**config.mk**
```make
export PLATFORM = sky130hd
export DESIGN_NAME = terminal_key_sequence_decoder
export DESIGN_NICKNAME = d
export VERILOG_FILES = /design/src/sv/tksd_pkg.sv /design/src/sv/terminal_key_sequence_decoder.sv
export SDC_FILE = /design/constraint.sdc
export NUM_CORES = 1
export LEC_CHECK = 0
export ABC_AREA = 0
export BUFFER_PORTS_ARGS = -buffer_cell sky130_fd_sc_hd__clkbuf_2
export CORE_AREA = 2 2 95 115
export DETAILED_ROUTE_END_ITERATION = 10
export DIE_AREA = 0 0 97 117
export MAX_ROUTING_LAYER = met4
export PLACE_DENSITY_LB_ADDON = 0.2
export SLEW_MARGIN = 20
export SYNTH_ARGS = -nofsm -noshare
export SYNTH_HDL_FRONTEND = slang
export SYNTH_SLANG_ARGS = --single-unit
```
**constraint.sdc**
```tcl
create_clock -name clk -period 5.7 [get_ports clk]
set_input_delay 0.855 -clock clk [delete_from_list [all_inputs] [get_ports clk]]
set_output_delay 0.855 -clock clk [all_outputs]
set_load 0.05 [all_outputs]
```
**src/sv/tksd_pkg.sv**
```systemverilog
// Package for the terminal key sequence decoder.
// Holds the parse state and key code types, byte constants and the plain byte map.
// No dependencies.
package tksd_pkg;

  localparam int unsigned CountW = 20;
  localparam logic [CountW-1:0] TimeoutReset = 20'd50000;

  typedef enum logic [1:0] {
    MODE_IDLE = 2'd0,
    MODE_ESC  = 2'd1,
    MODE_CSI  = 2'd2,
    MODE_CSI3 = 2'd3
  } parse_mode_t;

  typedef enum logic [4:0] {
    K_NONE  = 5'd0,
    K_ESC   = 5'd1,
    K_UP    = 5'd2,
    K_DOWN  = 5'd3,
    K_RIGHT = 5'd4,
    K_LEFT  = 5'd5,
    K_DEL   = 5'd6,
    K_ENTER = 5'd7,
    K_BKSP  = 5'd8,
    K_TAB   = 5'd9,
    K_SLASH = 5'd10,
    K_J     = 5'd11,
    K_K     = 5'd12,
    K_H     = 5'd13,
    K_L     = 5'd14,
    K_Q     = 5'd15,
    K_LG    = 5'd16,
    K_UG    = 5'd17,
    K_CHAR  = 5'd18
  } key_code_t;

  typedef struct packed {
    key_code_t   code;
    logic [7:0]  chr;
  } key_t;

  localparam logic [7:0] B_CTRL_C = 8'd3;
  localparam logic [7:0] B_BS     = 8'd8;
  localparam logic [7:0] B_TAB    = 8'd9;
  localparam logic [7:0] B_LF     = 8'd10;
  localparam logic [7:0] B_CR     = 8'd13;
  localparam logic [7:0] B_ESC    = 8'd27;
  localparam logic [7:0] B_DEL    = 8'd127;
  localparam logic [7:0] B_LBRACK = 8'h5B;
  localparam logic [7:0] B_TILDE  = 8'h7E;
  localparam logic [7:0] B_THREE  = 8'h33;
  localparam logic [7:0] B_UA     = 8'h41;
  localparam logic [7:0] B_UB     = 8'h42;
  localparam logic [7:0] B_UC     = 8'h43;
  localparam logic [7:0] B_UD     = 8'h44;
  localparam logic [7:0] B_SLASH  = 8'h2F;
  localparam logic [7:0] B_LJ     = 8'h6A;
  localparam logic [7:0] B_LK     = 8'h6B;
  localparam logic [7:0] B_LH     = 8'h68;
  localparam logic [7:0] B_LL     = 8'h6C;
  localparam logic [7:0] B_LQ     = 8'h71;
  localparam logic [7:0] B_LG     = 8'h67;
  localparam logic [7:0] B_UG     = 8'h47;

  function automatic key_t plain_key(input logic [7:0] b);
    key_t k;
    k.chr = 8'd0;
    case (b)
      B_CTRL_C:     k.code = K_ESC;
      B_CR, B_LF:   k.code = K_ENTER;
      B_DEL, B_BS:  k.code = K_BKSP;
      B_TAB:        k.code = K_TAB;
      B_SLASH:      k.code = K_SLASH;
      B_LJ:         k.code = K_J;
      B_LK:         k.code = K_K;
      B_LH:         k.code = K_H;
      B_LL:         k.code = K_L;
      B_LQ:         k.code = K_Q;
      B_LG:         k.code = K_LG;
      B_UG:         k.code = K_UG;
      default: begin
        k.code = K_CHAR;
        k.chr  = b;
      end
    endcase
    return k;
  endfunction

endpackage

```
**src/sv/terminal_key_sequence_decoder.sv**
```systemverilog
// Terminal key sequence decoder: parse state machine and two-entry result buffer.
// Depends on tksd_pkg.
//
// Usage:
//   in_*  : one transfer per received byte or time tick. in_tuser = 1 marks a tick,
//           in_tdata carries the byte (ignored for ticks).
//   out_* : one transfer per decoded key; out_tuser holds the key code, out_tdata
//           the character for character keys, zero otherwise.
//   cfg_* : escape timeout in ticks; always ready, write only while idle.
// Each result is registered in the result buffer before it appears on out_tvalid.
// Throughput: one input transfer per cycle while in_tready is high; the decode
//   is a single pass of logic between the input handshake and the result register.
// Escape prefixes, the [ and 3 bytes of a CSI sequence and most ticks give no result.
// Reset: parser idle, wait count zero, timeout 50000, buffer empty.
// Stall: a main result register plus one skid entry; in_tready drops only
//   while the skid entry is occupied, so the input side keeps moving until the
//   skid entry takes a result during a receiver stall.
module terminal_key_sequence_decoder
  import tksd_pkg::*;
(
  input  logic              clk,
  input  logic              rst_n,
  input  logic              in_tvalid,
  output logic              in_tready,
  input  logic [7:0]        in_tdata,   // [7:0] rx_byte
  input  logic              in_tuser,   // [0] func (1 = tick)
  output logic              out_tvalid,
  input  logic              out_tready,
  output logic [7:0]        out_tdata,  // [7:0] key_char
  output logic [4:0]        out_tuser,  // [4:0] key_code
  input  logic              cfg_valid,
  output logic              cfg_ready,
  input  logic [CountW-1:0] cfg_data
);

  parse_mode_t       mode_r, mode_nxt;
  logic [CountW-1:0] wait_count_r, wait_count_nxt;
  logic [CountW-1:0] timeout_r;
  logic [CountW-1:0] cnt_inc;
  logic              timed_out;
  logic              acc;
  logic              res_valid;
  key_t              res;
  logic              main_valid_r, skid_valid_r;
  key_t              main_r, skid_r;
  logic              push, pop;

  assign acc       = in_tvalid && in_tready;
  assign cfg_ready = 1'b1;
  assign cnt_inc   = wait_count_r + {{(CountW-1){1'b0}}, 1'b1};
  assign timed_out = (cnt_inc >= timeout_r) || (cnt_inc == '0);

  // next state
  always_comb begin
    mode_nxt       = mode_r;
    wait_count_nxt = wait_count_r;
    if (in_tuser) begin
      if (mode_r == MODE_ESC) begin
        if (timed_out) begin
          mode_nxt       = MODE_IDLE;
          wait_count_nxt = '0;
        end else begin
          wait_count_nxt = cnt_inc;
        end
      end
    end else begin
      case (mode_r)
        MODE_IDLE: begin
          if (in_tdata == B_ESC) begin
            mode_nxt       = MODE_ESC;
            wait_count_nxt = '0;
          end
        end
        MODE_ESC: begin
          wait_count_nxt = '0;
          mode_nxt       = (in_tdata == B_LBRACK) ? MODE_CSI : MODE_IDLE;
        end
        MODE_CSI: begin
          mode_nxt = (in_tdata == B_THREE) ? MODE_CSI3 : MODE_IDLE;
        end
        default: mode_nxt = MODE_IDLE;
      endcase
    end
  end

  // result
  always_comb begin
    res_valid = 1'b0;
    res.code  = K_NONE;
    res.chr   = 8'd0;
    if (in_tuser) begin
      if ((mode_r == MODE_ESC) && timed_out) begin
        res_valid = 1'b1;
        res.code  = K_ESC;
      end
    end else begin
      case (mode_r)
        MODE_IDLE: begin
          if (in_tdata != B_ESC) begin
            res_valid = 1'b1;
            res       = plain_key(in_tdata);
          end
        end
        MODE_ESC: begin
          if (in_tdata != B_LBRACK) begin
            res_valid = 1'b1;
            res.code  = K_ESC;
          end
        end
        MODE_CSI: begin
          if (in_tdata != B_THREE) begin
            res_valid = 1'b1;
            case (in_tdata)
              B_UA:    res.code = K_UP;
              B_UB:    res.code = K_DOWN;
              B_UC:    res.code = K_RIGHT;
              B_UD:    res.code = K_LEFT;
              default: res.code = K_NONE;
            endcase
          end
        end
        default: begin
          res_valid = 1'b1;
          res.code  = (in_tdata == B_TILDE) ? K_DEL : K_NONE;
        end
      endcase
    end
  end

  always_ff @(posedge clk) begin
    if (!rst_n) begin
      mode_r       <= MODE_IDLE;
      wait_count_r <= '0;
      timeout_r    <= TimeoutReset;
    end else begin
      if (acc) begin
        mode_r       <= mode_nxt;
        wait_count_r <= wait_count_nxt;
      end
      if (cfg_valid && cfg_ready) begin
        timeout_r <= cfg_data;
      end
    end
  end

  // result buffer
  assign push = acc && res_valid;
  assign pop  = main_valid_r && out_tready;

  always_ff @(posedge clk) begin
    if (!rst_n) begin
      main_valid_r <= 1'b0;
      skid_valid_r <= 1'b0;
    end else if (!main_valid_r || pop) begin
      if (skid_valid_r) begin
        main_valid_r <= 1'b1;
        skid_valid_r <= push;
      end else begin
        main_valid_r <= push;
      end
    end else if (push) begin
      skid_valid_r <= 1'b1;
    end
  end

  always_ff @(posedge clk) begin
    if (!main_valid_r || pop) begin
      if (skid_valid_r) begin
        main_r <= skid_r;
        skid_r <= res;
      end else begin
        main_r <= res;
      end
    end else if (push) begin
      skid_r <= res;
    end
  end

  assign in_tready  = !skid_valid_r;
  assign out_tvalid = main_valid_r;
  assign out_tuser  = main_r.code;
  assign out_tdata  = main_r.chr;

`ifndef NO_ASSERTIONS
  a_skid_behind_main: assert property (@(posedge clk) disable iff (!rst_n)
    skid_valid_r |-> main_valid_r)
    else $error("skid entry held with empty main register");

  a_count_only_in_esc: assert property (@(posedge clk) disable iff (!rst_n)
    (mode_r != MODE_ESC) |-> (wait_count_r == '0))
    else $error("wait count nonzero outside escape wait");

  a_esc_byte_enters_wait: assert property (@(posedge clk) disable iff (!rst_n)
    (acc && !in_tuser && (mode_r == MODE_IDLE) && (in_tdata == B_ESC))
      |=> (mode_r == MODE_ESC))
    else $error("escape byte did not start escape wait");

  a_push_shows: assert property (@(posedge clk) disable iff (!rst_n)
    push |=> out_tvalid)
    else $error("result pushed but output not valid");
`endif

endmodule
```
* Yosys cells after proc, flatten, opt, wreduce, memory -nomap -nowiden *
Index checks and enable logic that the tools add are counted.

word-level totals
  ROM bits = 0
  output and inout port bits = 16
  logic and storage cells = 98
  memories = 0
  memory bits (writable) = 0
  bits in latches = 0
  bits in registers = 70
  input port bits = 34

cells by class
  bitwise logic cells = 0
  shift operators = 0
  $lt $le $gt $ge = 1
  equality and inequality tests = 31
  $mul = 0
  reductions and logical operators = 18
  divide/modulo/power cells = 0
  add/subtract/negate cells = 1
  muxes and demuxes = 38

operators by type and width
  kind                                                              number
  8-bit by 7-bit == test with 1-bit output (second input constant)  14
  20-bit two-way mux                                                4
  13-bit two-way mux                                                5
  5-bit one-hot mux with 12 select lines                            1
  20-bit one-hot mux with 2 select lines                            1
  8-bit by 4-bit == test with 1-bit output (second input constant)  4
  8-bit two-way mux                                                 3
  20-bit by 1-bit adder with 20-bit output (second input constant)  1
  20-bit >= comparator                                              1
  20-bit zero test                                                  1
  8-bit by 6-bit == test with 1-bit output (second input constant)  2
  5-bit one-hot mux with 3 select lines                             1
  14-bit OR reduction                                               1
  2-bit two-way mux                                                 6
  3-bit one-hot mux with 4 select lines                             1
  1-bit two-way mux                                                 11
  5-bit two-way mux                                                 2
  8-bit by 2-bit == test with 1-bit output (second input constant)  1
  8-bit by 5-bit == test with 1-bit output (second input constant)  1
  8-bit by 5-bit != test with 1-bit output (second input constant)  1
  8-bit by 6-bit != test with 1-bit output (second input constant)  1
  8-bit by 7-bit != test with 1-bit output (second input constant)  1
  4-bit AND reduction                                               2
  2-bit one-hot mux with 3 select lines                             1
  14 further kinds                                                  22

* Depth between registers and ports, before layout *
Gate-level depths: netlist of run 1.

  word-level depth = 9
  depth in mapped cells = 17

* Worst setup path after synthesis of run 1 *
No wires, ideal clock.

  path kind = register -> register
  start point = reg wait_count_r[0]
  end point = reg skid_r[0] (netlist bit) (enable)
  period minus slack after synthesis = 4.049 ns
  stages on the path, launching flop included = 16
  library setup time = 0.401 ns
  data required time = 5.299 ns
  data arrival time = 3.648 ns
  path slack = 1.651 ns
  path through = dfxtp_1 -> ha_1 -> buf_2 -> nand4_1 -> nand4b_2 -> nor2_2 -> nand3_1 -> xnor2_1 -> ha_1 -> nand4_1 -> nor3_1 -> o31a_1 -> a211oi_1 -> o21ai_0 -> o21ai_1 -> o21ai_0

between the ends
  word-level cells in the longest chain between the ends = 9
  elaborated cells between the ends (all ways) = 10

ends and longest elaborated chain
  item                                                             RTL line                              RTL
  start: declaration                                               terminal_key_sequence_decoder.sv:37   logic [CountW-1:0] wait_count_r, wait_count_nxt;
  start signal: assignment                                         terminal_key_sequence_decoder.sv:138  wait_count_r <= wait_count_nxt;
  20-bit by 1-bit adder with 20-bit output *                       terminal_key_sequence_decoder.sv:50   assign cnt_inc = wait_count_r + {{(CountW-1){1'b0}}, 1'b1};
  20-bit >= comparator / 20-bit zero test (equally long branches)  terminal_key_sequence_decoder.sv:51   assign timed_out = (cnt_inc >= timeout_r) || (cnt_inc == '0);
  1-bit logical OR *                                               terminal_key_sequence_decoder.sv:51
  1-bit logical AND *                                              terminal_key_sequence_decoder.sv:92   if ((mode_r == MODE_ESC) && timed_out) begin
  1-bit two-way mux *                                              terminal_key_sequence_decoder.sv:92
  1-bit two-way mux *                                              terminal_key_sequence_decoder.sv:91   if (in_tuser) begin
  1-bit logical AND *                                              terminal_key_sequence_decoder.sv:147  assign push = acc && res_valid;
  2-bit nonzero test (no line) *                                   --
  2-bit AND reduction (no line) *                                  --
  end signal: assignment                                           terminal_key_sequence_decoder.sv:170  skid_r <= res;
  end signal: assignment                                           terminal_key_sequence_decoder.sv:175  skid_r <= res;
  end: declaration                                                 terminal_key_sequence_decoder.sv:45   key_t main_r, skid_r;

Every way passes the cells marked *; elsewhere a longest branch is shown, timed or not.
A chain may end at the register's enable or synchronous reset.

* Worst setup path after layout of run 1 *
  start point = reg wait_count_r[0]
  end point = reg wait_count_r[4]

between the ends
  word-level cells in the longest chain between the ends = 6
  elaborated cells between the ends (all ways) = 7

ends and longest elaborated chain
  item                                                             RTL line                             RTL
  20-bit by 1-bit adder with 20-bit output *                       terminal_key_sequence_decoder.sv:50
  20-bit >= comparator / 20-bit zero test (equally long branches)  terminal_key_sequence_decoder.sv:51
  1-bit logical OR                                                 terminal_key_sequence_decoder.sv:51
  20-bit two-way mux *                                             terminal_key_sequence_decoder.sv:59  if (timed_out) begin
  20-bit two-way mux *                                             terminal_key_sequence_decoder.sv:58  if (mode_r == MODE_ESC) begin
  20-bit two-way mux *                                             terminal_key_sequence_decoder.sv:57  if (in_tuser) begin

Every way passes the cells marked *; elsewhere a longest branch is shown, timed or not. The select of a mux whose other input is x is not followed.

==> results of run 1 <==
[critical path, cell delays in order (launching register included)]
cell	delay, ns
dfxtp_1	0.43
ha_1	0.36
nand4_1	0.20
nand4b_2	0.33
nor2_2	0.22
nand3_1	0.12
xnor2_1	0.26
ha_1	0.29
a21o_1	0.16
a21oi_1	0.12
o21ai_0	0.09
a211oi_1	0.29
o211a_1	0.64
buf_4	0.34
nand4_1	0.12
mux2i_1	0.17
[path summary, 6_finish.rpt]
| path | start | to | slack, ns | cells after the start |
|---|---|---|---|---|
| worst max-delay path | wait_count_r[0]$_SDFFE_PN0P_ | wait_count_r[4]$_SDFFE_PN0P_ | 1.50 | 15 |
| worst min-delay path | wait_count_r[19]$_SDFFE_PN0P_ | wait_count_r[19]$_SDFFE_PN0P_ | 0.47 | 2 |
| worst max register to register | wait_count_r[0]$_SDFFE_PN0P_ | wait_count_r[4]$_SDFFE_PN0P_ | 1.50 | 15 |
| worst min register to register | wait_count_r[19]$_SDFFE_PN0P_ | wait_count_r[19]$_SDFFE_PN0P_ | 0.47 | 2 |
[metrics by stage]
stage	setup slack (ns)	hold slack [ns]	util, %	area, um^2	power, W
final	1.505	0.4719	48.50	5001	0.001222
after global routing	1.178	0.5082	48.50	5001	0.001274
after CTS	1.529	0.4745	48.50	5001	0.001233
after detailed placement	1.540	0.4667	45.66	4708	0.0006774
after global placement	1.688	0.4532	45.66	4708	0.0006755
after floorplan	1.651	0.4444	-	4502	0.0006452
[flip-flops by register name, summed over array words and instances, names as in the netlist]
name          cells
out_tvalid        1
mode_r            2
timeout_r        20
skid_r           13
out_tdata         8
skid_valid_r      1
wait_count_r     20
out_tuser         5
[per-layer routing]
metal | share of wire, % | vias up | track usage [%]
met4 | 3.4 | 0 | 10.61
met3 | 4.3 | 31 | 3.800
li1 | - | 1824 | -
met1 | 41 | 1736 | 19.99
met5 | 0 | - | -
met2 | 51 | 110 | 35.00
[report_power, final]
part	switching (W)	internal (W)
sequential	0.00000526	0.000535
clock	0.000206	0.000348
combinational	0.0000847	0.0000425
total	0.000296	0.000926
[final cells by class]
cell class	instances	area, um^2	area share (%)
inverters	30	112.6	2.252
clock inverters	4	46.29	0.9257
clock buffers	12	246.5	4.929
repair buffers	52	270.3	5.404
flip-flops and latches	70	1662	33.22
multi-input cells	356	2502	50.04
well taps	129	161.4	3.227
[cell families after synthesis]
group,after synthesis,share of synthesized area [%]
simple gates,177,22.82
fa+ha+maj,22,6.114
buf+inv,70,7.504
compound gates,97,13.79
other cells,1,0.08330
xor+xnor,24,4.669
mux,35,8.116
flops,70,36.91
[layout by cell type, fill, tap and decap left out, types with 7 or more instances in the layout]
master     netlist  routed
nand4_1         14      14
nand3_1         12      12
nor3_1           8       8
edfxtp_1        26      26
nand2_1         33      33
o21ai_0         15      15
nand3_2         10      10
mux2i_1         23      23
ha_1            22      22
clkbuf_16        0       9
a31oi_1         11      11
mux2_2          12      12
dfxtp_1         44      44
clkbuf_2         0      48
inv_1           28      28
xor2_1           7       7
xnor2_1         17      17
and3_1          11      11
nor2_1          37      37
nand3b_1         7       7
and2_1           7       7
a21oi_1         32      32
==> impl_metrics.json, run 1 <==
{
  "status": "finished clean",
  "gp_congestion": 0.8966,
  "drc": 0,
  "routed_via_density": 5.668,
  "first_pass_iters": 4,
  "rsz0062_at_grt": "false",
  "grt_max_degree": 36,
  "synth-edff-count": 26,
  "detail-route-antenna-nets": 0,
  "placed_cells": 637,
  "die_w_um": 97,
  "powerDensity_nw_per_um2": 244.3,
  "clk_latency_ns": 0.34,
  "final-setup-viol-count": 0,
  "synthDistinctLibCells": 70,
  "hold_viol": 0,
  "chipHeight_um": 117,
  "grt_pass1_vias": 3536,
  "nets": 575,
  "crit_arrival_ns": 4.46,
  "drive_above_1_share_pct": 19.66,
  "area.growth.synth_to_final_pct": 11.09,
  "rows": 41,
  "cts_hold_buf": 0,
  "synth_most_common_cell": "dfxtp_1",
  "grtUsageTotal_pct": 19.36,
  "finalSetupTns_ns": 0,
  "first_iter_violations": 197,
  "post_cts_resized": 0,
  "dpl.hpwl_mm": 7.400,
  "yosys_warnings": 0,
  "cp_data_required_time_ns": 5.96,
  "clock-sinks": 70,
  "nFillCells": 975,
  "synth_top_area_cell": "dfxtp_1",
  "synthTopCellsByCount": "dfxtp_1, nor2_1, nand2_1, a21oi_1, inv_1",
  "end_kind": "flip-flop",
  "synth_nets": 552,
  "post-route-period-util_pct": 73.60,
  "clk_path_buf_depth": 2,
  "period_needed_ns": 4.195,
  "start_kind": "flip-flop",
  "hp-class": "reg -> reg",
  "post_drt_wl_per_cell_um": 15.75,
  "synth_area_leaders": "dfxtp_1, edfxtp_1, ha_1",
  "synth-seq-cells": 70,
  "worst_pin_slew_ns": 0.8518,
  "max_cap_violations": 0,
  "synth_top_area_share_pct": 19.57,
  "fin_skew_ns": 0.005207,
  "io_buffers": 48,
  "grt_overflow": 0,
  "diodes": 0,
  "postCtsSetupBuffers": 0,
  "grt_pass1_wl_mm": 16.95,
  "core_area_um2": 10310,
  "initial_core_util_pct": 43.66,
  "cts-buffers-inserted": 9,
  "ios": 50,
  "fmax_mhz": 238.4,
  "cts_tree": "yes",
  "dieArea_um2": 11350,
  "finalWirelength_mm": 10.29,
  "syn-instance-count": 496,
  "seq_area_frac_synth_pct": 36.91,
  "htree_levels": 3,
  "power_leakage_nw": 2.098,
  "fin_cells": 653,
  "criticalPathCategory": "reg -> reg",
  "clk_pin_slew_ns": 0.06,
  "ir_worst_vdd_uv": 124.6,
  "synth_top_flop_cell": "dfxtp_1",
  "critPathMaxFanout": 18,
  "antenna_found_initial": 0,
  "clockRootBuffer": "clkbuf_16",
  "slew_headroom_pct": 42.69,
  "synth_area_um2": 4502,
  "maxSlewViolCount": 0,
  "synth.avg_cell_area_um2": 9.076,
  "vias": 3701,
  "async_flop_share_pct": 0
}
Note: power is estimated with default switching activity, not from simulation.
==> run 2: changes to the inputs <==
- clock period: 5.7 -> 4.1 ns (I/O delays scaled with it)
==> impl_metrics.json, run 2 (synthesized netlist as in run 1, its figures left out) <==
{
  "grt_max_degree": 27,
  "p_switching_w": 0.0004124,
  "core_area_um2": 10310,
  "postCtsSetupBuffers": 0,
  "seqPwrFrac_pct": 44.2,
  "end_kind": "flip-flop",
  "nFillCells": 1003,
  "fin_cells": 657,
  "drive_above_1_share_pct": 20.49,
  "status": "finished clean",
  "finalWirelength_mm": 10.21,
  "start_kind": "flip-flop",
  "power_frac_comb_pct": 10.7,
  "initial_core_util_pct": 43.66,
  "clk_path_buf_depth": 2,
  "cp_slowest_cell": "dfxtp_1",
  "chipHeight_um": 117,
  "switching_share_pct": 24.28,
  "maxSlewViolCount": 0,
  "gr-usage-met2_pct": 35.32,
  "antenna_found_initial": 1,
  "r2r_cells": 15,
  "clockPowerShare_pct": 45.1,
  "vias": 3649,
  "gp_congestion": 0.8602,
  "post_drt_wl_per_cell_um": 15.53,
  "max_cap_violations": 0,
  "fmax_mhz": 268.1,
  "ir_worst_vdd_uv": 198.1,
  "routed_via_density": 5.554,
  "criticalPathCategory": "reg -> reg",
  "grt_use_met1_pct": 20.57,
  "htree_levels": 3,
  "clock-sinks": 70,
  "powerDensity_nw_per_um2": 337.4,
  "final_util_pct": 48.82,
  "reg2reg_slack_ns": 0.37,
  "worst_pin_slew_ns": 0.7593,
  "hold_viol": 0,
  "period_needed_ns": 3.730,
  "dieArea_um2": 11350,
  "dp_slack_ns": 0.1407,
  "nets": 578,
  "grt_pass1_wl_mm": 17.08,
  "final-setup-viol-count": 0,
  "crit_path_max_incr_delay_ns": 0.44,
  "final_cell_mix": "clkbuf_2, dfxtp_1, nor2_1",
  "cts_hold_buf": 0,
  "die_w_um": 97,
  "clk_latency_ns": 0.33,
  "rows": 41,
  "clk_pin_slew_ns": 0.05,
  "grtUsageTotal_pct": 19.43,
  "crit_arrival_ns": 3.75,
  "io_buffers": 48,
  "cp.depth": 15,
  "reg2reg_from": "wait_count_r[0]$_SDFFE_PN0P_",
  "cts_tree": "yes",
  "hp-start": "wait_count_r[19]$_SDFFE_PN0P_",
  "cp_cell_sequence": "ha_2 -> nand4_1 -> nand4b_2 -> nor2_2 -> nand3_1 -> xnor2_1 -> ha_1 -> nand4_1 -> nor3_1 -> o31a_1 -> a211oi_2 -> o21ai_0 -> o21ai_1 -> o21ai_0 -> buf_4",
  "use_met3_pct": 3.860,
  "final_common_cell": "clkbuf_2",
  "drc": 0,
  "ios": 50,
  "fin_skew_ns": 0.004917,
  "min_to": "wait_count_r[19]$_SDFFE_PN0P_",
  "first_iter_violations": 136,
  "slew_headroom_pct": 49.38,
  "placed_cells": 640,
  "cp_data_required_time_ns": 4.12,
  "clockRootBuffer": "clkbuf_16",
  "grt_pass1_vias": 3542,
  "hp-class": "reg -> reg",
  "cts-buffers-inserted": 9,
  "worst-path-buf-inv": 1,
  "grt_busiest_layer": "met2",
  "grt_overflow": 0,
  "p_int_w": 0.001286,
  "power_leakage_nw": 2.111,
  "dpl.hpwl_mm": 7.418,
  "critPathMaxFanout": 13,
  "post-route-period-util_pct": 90.98,
  "crit_family": "simple AND/OR/NAND/NOR gates",
  "finalSetupTns_ns": 0,
  "min_path_cells": 2,
  "largest_registers": "timeout_r x20, wait_count_r x20, skid_r x13",
  "first_pass_iters": 4,
  "r2r_end": "skid_r[2]$_DFFE_PP_",
  "area.growth.synth_to_final_pct": 11.81,
  "detail-route-antenna-nets": 0,
  "fin_ws_ns": 0.3698
}
==> run 2: tightest hold or removal path: cells and delay by family, from the launching register on <==
| family | cells | cell delay [ns] |
|---|---|---|
| AOI/OAI and AO/OA | 1 | 0.05 |
| DFF | 1 | 0.32 |
| and+or+nand+nor | 1 | 0.06 |
==> run 2: area by class of cell <==
cell class | count | area, um^2 | area share [%]
timing repair buffer | 55 | 292.8 | 5.817
sequential | 70 | 1662 | 33.01
clock buffer | 11 | 242.7 | 4.822
multi-input combinational | 356 | 2510 | 49.86
tap | 129 | 161.4 | 3.207
inverter | 30 | 112.6 | 2.237
clock inverter | 5 | 50.05 | 0.9943
antenna | 1 | 2.502 | 0.04971
==> run 2: per-stage QoR <==
step / instance area [um^2] / power, W / hold WS, ns
2_1_floorplan: 4502 / 0.0008970 / 0.4444
3_3_place_gp: 4731 / 0.0009437 / 0.4567
3_5_place_dp: 4731 / 0.0009467 / 0.4633
4_1_cts: 5024 / 0.001714 / 0.4701
5_1_grt: 5034 / 0.001767 / 0.4998
6_report: 5034 / 0.001698 / 0.4685
==> run 2: repair_timing <==
action	4_1_cts	5_1_grt
setup endpoints to repair	0	15
resized for setup	0	2
hold endpoints to repair	0	0
==> run 2: worst max-delay path by stage <==
| stage | slack [ns] | end | startpoint |
|---|---|---|---|
| after floorplan | 0.05 | skid_r[0]$_DFFE_PP_ | wait_count_r[0]$_SDFFE_PN0P_ |
| after global placement | 0.29 | skid_r[1]$_DFFE_PP_ | wait_count_r[0]$_SDFFE_PN0P_ |
| after detailed placement | 0.14 | skid_r[4]$_DFFE_PP_ | wait_count_r[0]$_SDFFE_PN0P_ |
| after CTS | 0.13 | skid_r[2]$_DFFE_PP_ | wait_count_r[0]$_SDFFE_PN0P_ |
| after global routing | -0.009 | skid_r[9]$_DFFE_PP_ | wait_count_r[0]$_SDFFE_PN0P_ |
| final | 0.37 | skid_r[2]$_DFFE_PP_ | wait_count_r[0]$_SDFFE_PN0P_ |
==> run 2: power groups by stage <==
stage                     Clock (W)  Combinational, W  Sequential (W)
after CTS                  0.000781          0.000181        0.000752
after floorplan                   0         0.0000988        0.000798
after global routing       0.000815          0.000199        0.000754
after detailed placement          0          0.000180        0.000766
after global placement            0          0.000178        0.000766
final                      0.000766          0.000181        0.000751
==> run 2: routing by layer <==
| metal | wire [um] | up-vias |
|---|---|---|
| li1 | - | 1828 |
| met4 | 310 | 0 |
| met2 | 5222 | 95 |
| met3 | 426 | 23 |
| met5 | 0 | - |
| met1 | 4246 | 1703 |
==> run 3: changes to the inputs <==
- RECOVER_POWER: unset -> 50
==> impl_metrics.json, run 3 (synthesized netlist as in run 1, its figures left out) <==
{
  "status": "finished clean",
  "gp_congestion": 0.8602,
  "reg2reg_slack_ns": 0.36,
  "rows": 41,
  "nets": 578,
  "final-setup-viol-count": 0,
  "cts_tree": "yes",
  "stdcell_area_um2": 4999,
  "core_area_um2": 10310,
  "ir_worst_vdd_uv": 198.0,
  "cp_data_required_time_ns": 4.13,
  "maxSlewViolCount": 0,
  "fin_cells": 657,
  "placed_cells": 640,
  "p_int_w": 0.001283,
  "ios": 50,
  "critPathMaxFanout": 13,
  "post-route-period-util_pct": 91.33,
  "criticalPathCategory": "reg -> reg",
  "fin_skew_ns": 0.004675,
  "clockRootBuffer": "clkbuf_16",
  "critPathLaunch": "wait_count_r[0]$_SDFFE_PN0P_",
  "grtUsageTotal_pct": 19.43,
  "power_leakage_nw": 2.045,
  "hold_viol": 0,
  "postCtsSetupBuffers": 0,
  "dpl.hpwl_mm": 7.418,
  "switching_share_pct": 24.34,
  "hp-start": "wait_count_r[19]$_SDFFE_PN0P_",
  "die_w_um": 97,
  "hp-class": "reg -> reg",
  "clk_pin_slew_ns": 0.06,
  "crit_path_max_incr_delay_ns": 0.44,
  "drc": 0,
  "cp_cell_sequence": "ha_2 -> nand4_1 -> nand4b_2 -> nor2_2 -> nand3_1 -> xnor2_1 -> ha_1 -> nand4_1 -> nor3_1 -> o31a_1 -> a211oi_2 -> o21ai_0 -> o21ai_1 -> o21ai_0 -> buf_4",
  "fmax_mhz": 267.0,
  "first_pass_iters": 4,
  "post_drt_wl_per_cell_um": 15.57,
  "final_common_cell": "dfxtp_1",
  "routed_via_density": 5.566,
  "p_switching_w": 0.0004127,
  "vias": 3657,
  "io_buffers": 48,
  "post_cts_resized": 0,
  "dieArea_um2": 11350,
  "grt_pass1_vias": 3542,
  "final_cell_mix": "dfxtp_1, nor2_1, nand2_1",
  "worst-path-buf-inv": 1,
  "drive_above_1_share_pct": 16.51,
  "clock-sinks": 70,
  "placed_area_um2": 4731,
  "slew_headroom_pct": 5.685,
  "grt_pass1_wl_mm": 17.08,
  "crit_family": "simple AND/OR/NAND/NOR gates",
  "finalWirelength_mm": 10.23,
  "powerDensity_nw_per_um2": 339.3,
  "area.growth.synth_to_final_pct": 11.03,
  "clk_path_buf_depth": 2,
  "largest_registers": "timeout_r x20, wait_count_r x20, skid_r x13",
  "clk_latency_ns": 0.33,
  "crit_arrival_ns": 3.77,
  "cp_slowest_cell": "dfxtp_1",
  "start_kind": "flip-flop",
  "htree_levels": 3,
  "grt_overflow": 0,
  "end_kind": "flip-flop",
  "detail-route-antenna-nets": 0,
  "cts_hold_buf": 0,
  "reg2reg_from": "wait_count_r[0]$_SDFFE_PN0P_",
  "antenna_found_initial": 1,
  "max_cap_violations": 0,
  "chipHeight_um": 117,
  "seqPwrFrac_pct": 44.3,
  "grt_max_degree": 27,
  "cts-buffers-inserted": 9,
  "clockPowerShare_pct": 45.2,
  "period_needed_ns": 3.745,
  "first_iter_violations": 146,
  "power_frac_comb_pct": 10.5,
  "initial_core_util_pct": 43.66,
  "worst_pin_slew_ns": 1.415
}
-- run 3: changes by cell type in the layout (fill, tap and decap cells not counted), sizes merged --
cell    change
buf         -2
clkbuf      +2
-- run 3: cell type report --
type,count,area (um^2)
timing repair buffer,55,262.8
multi-input combinational,356,2505
antenna,1,2.502
clock inverter,5,50.05
clock buffer,11,242.7
sequential,70,1662
inverter,30,112.6
fill,1013,5313
tap,129,161.4
-- run 3: worst paths after layout --
path | end | cells past startpoint
setup / recovery | skid_r[12]$_DFFE_PP_ | 15
hold / removal | wait_count_r[19]$_SDFFE_PN0P_ | 2
setup reg to reg | skid_r[12]$_DFFE_PP_ | 15
hold reg to reg | wait_count_r[19]$_SDFFE_PN0P_ | 2
-- run 3: power by group through the flow --
stage / combinational (W) / sequential, W / clock [W]
after floorplan: 0.0000988 / 0.000798 / 0
after global placement: 0.000178 / 0.000766 / 0
after detailed placement: 0.000180 / 0.000766 / 0
after CTS: 0.000181 / 0.000752 / 0.000781
after global routing: 0.000196 / 0.000754 / 0.000815
final: 0.000178 / 0.000751 / 0.000767
-- run 3: per-stage QoR --
step           hold slack [ns]  total power, W  TNS [ns]  util (%)  worst slack [ns]
6_report                0.4686        0.001696         0     48.48            0.3553
5_1_grt                 0.4998        0.001764   -0.1547     48.48          -0.01588
4_1_cts                 0.4701        0.001714         0     48.72            0.1279
3_5_place_dp            0.4633       0.0009467         0     45.88            0.1407
3_3_place_gp            0.4567       0.0009437         0     45.88            0.2874
2_1_floorplan           0.4444       0.0008970         0         -           0.05141
-- run 3: metal layers --
metal | track usage [%] | vias to the layer above | part of all wire, %
met1 | 20.57 | 1703 | 42
met2 | 35.32 | 102 | 51
met3 | 3.860 | 23 | 4.5
met5 | - | - | 0
li1 | - | 1829 | -
met4 | 8.920 | 0 | 3.0
-- run 3: worst min-delay path, cell delays in order, from the launching register on --
cell and delay [ns]:
dfxtp_1 0.32, nand2_1 0.05, a21oi_1 0.05
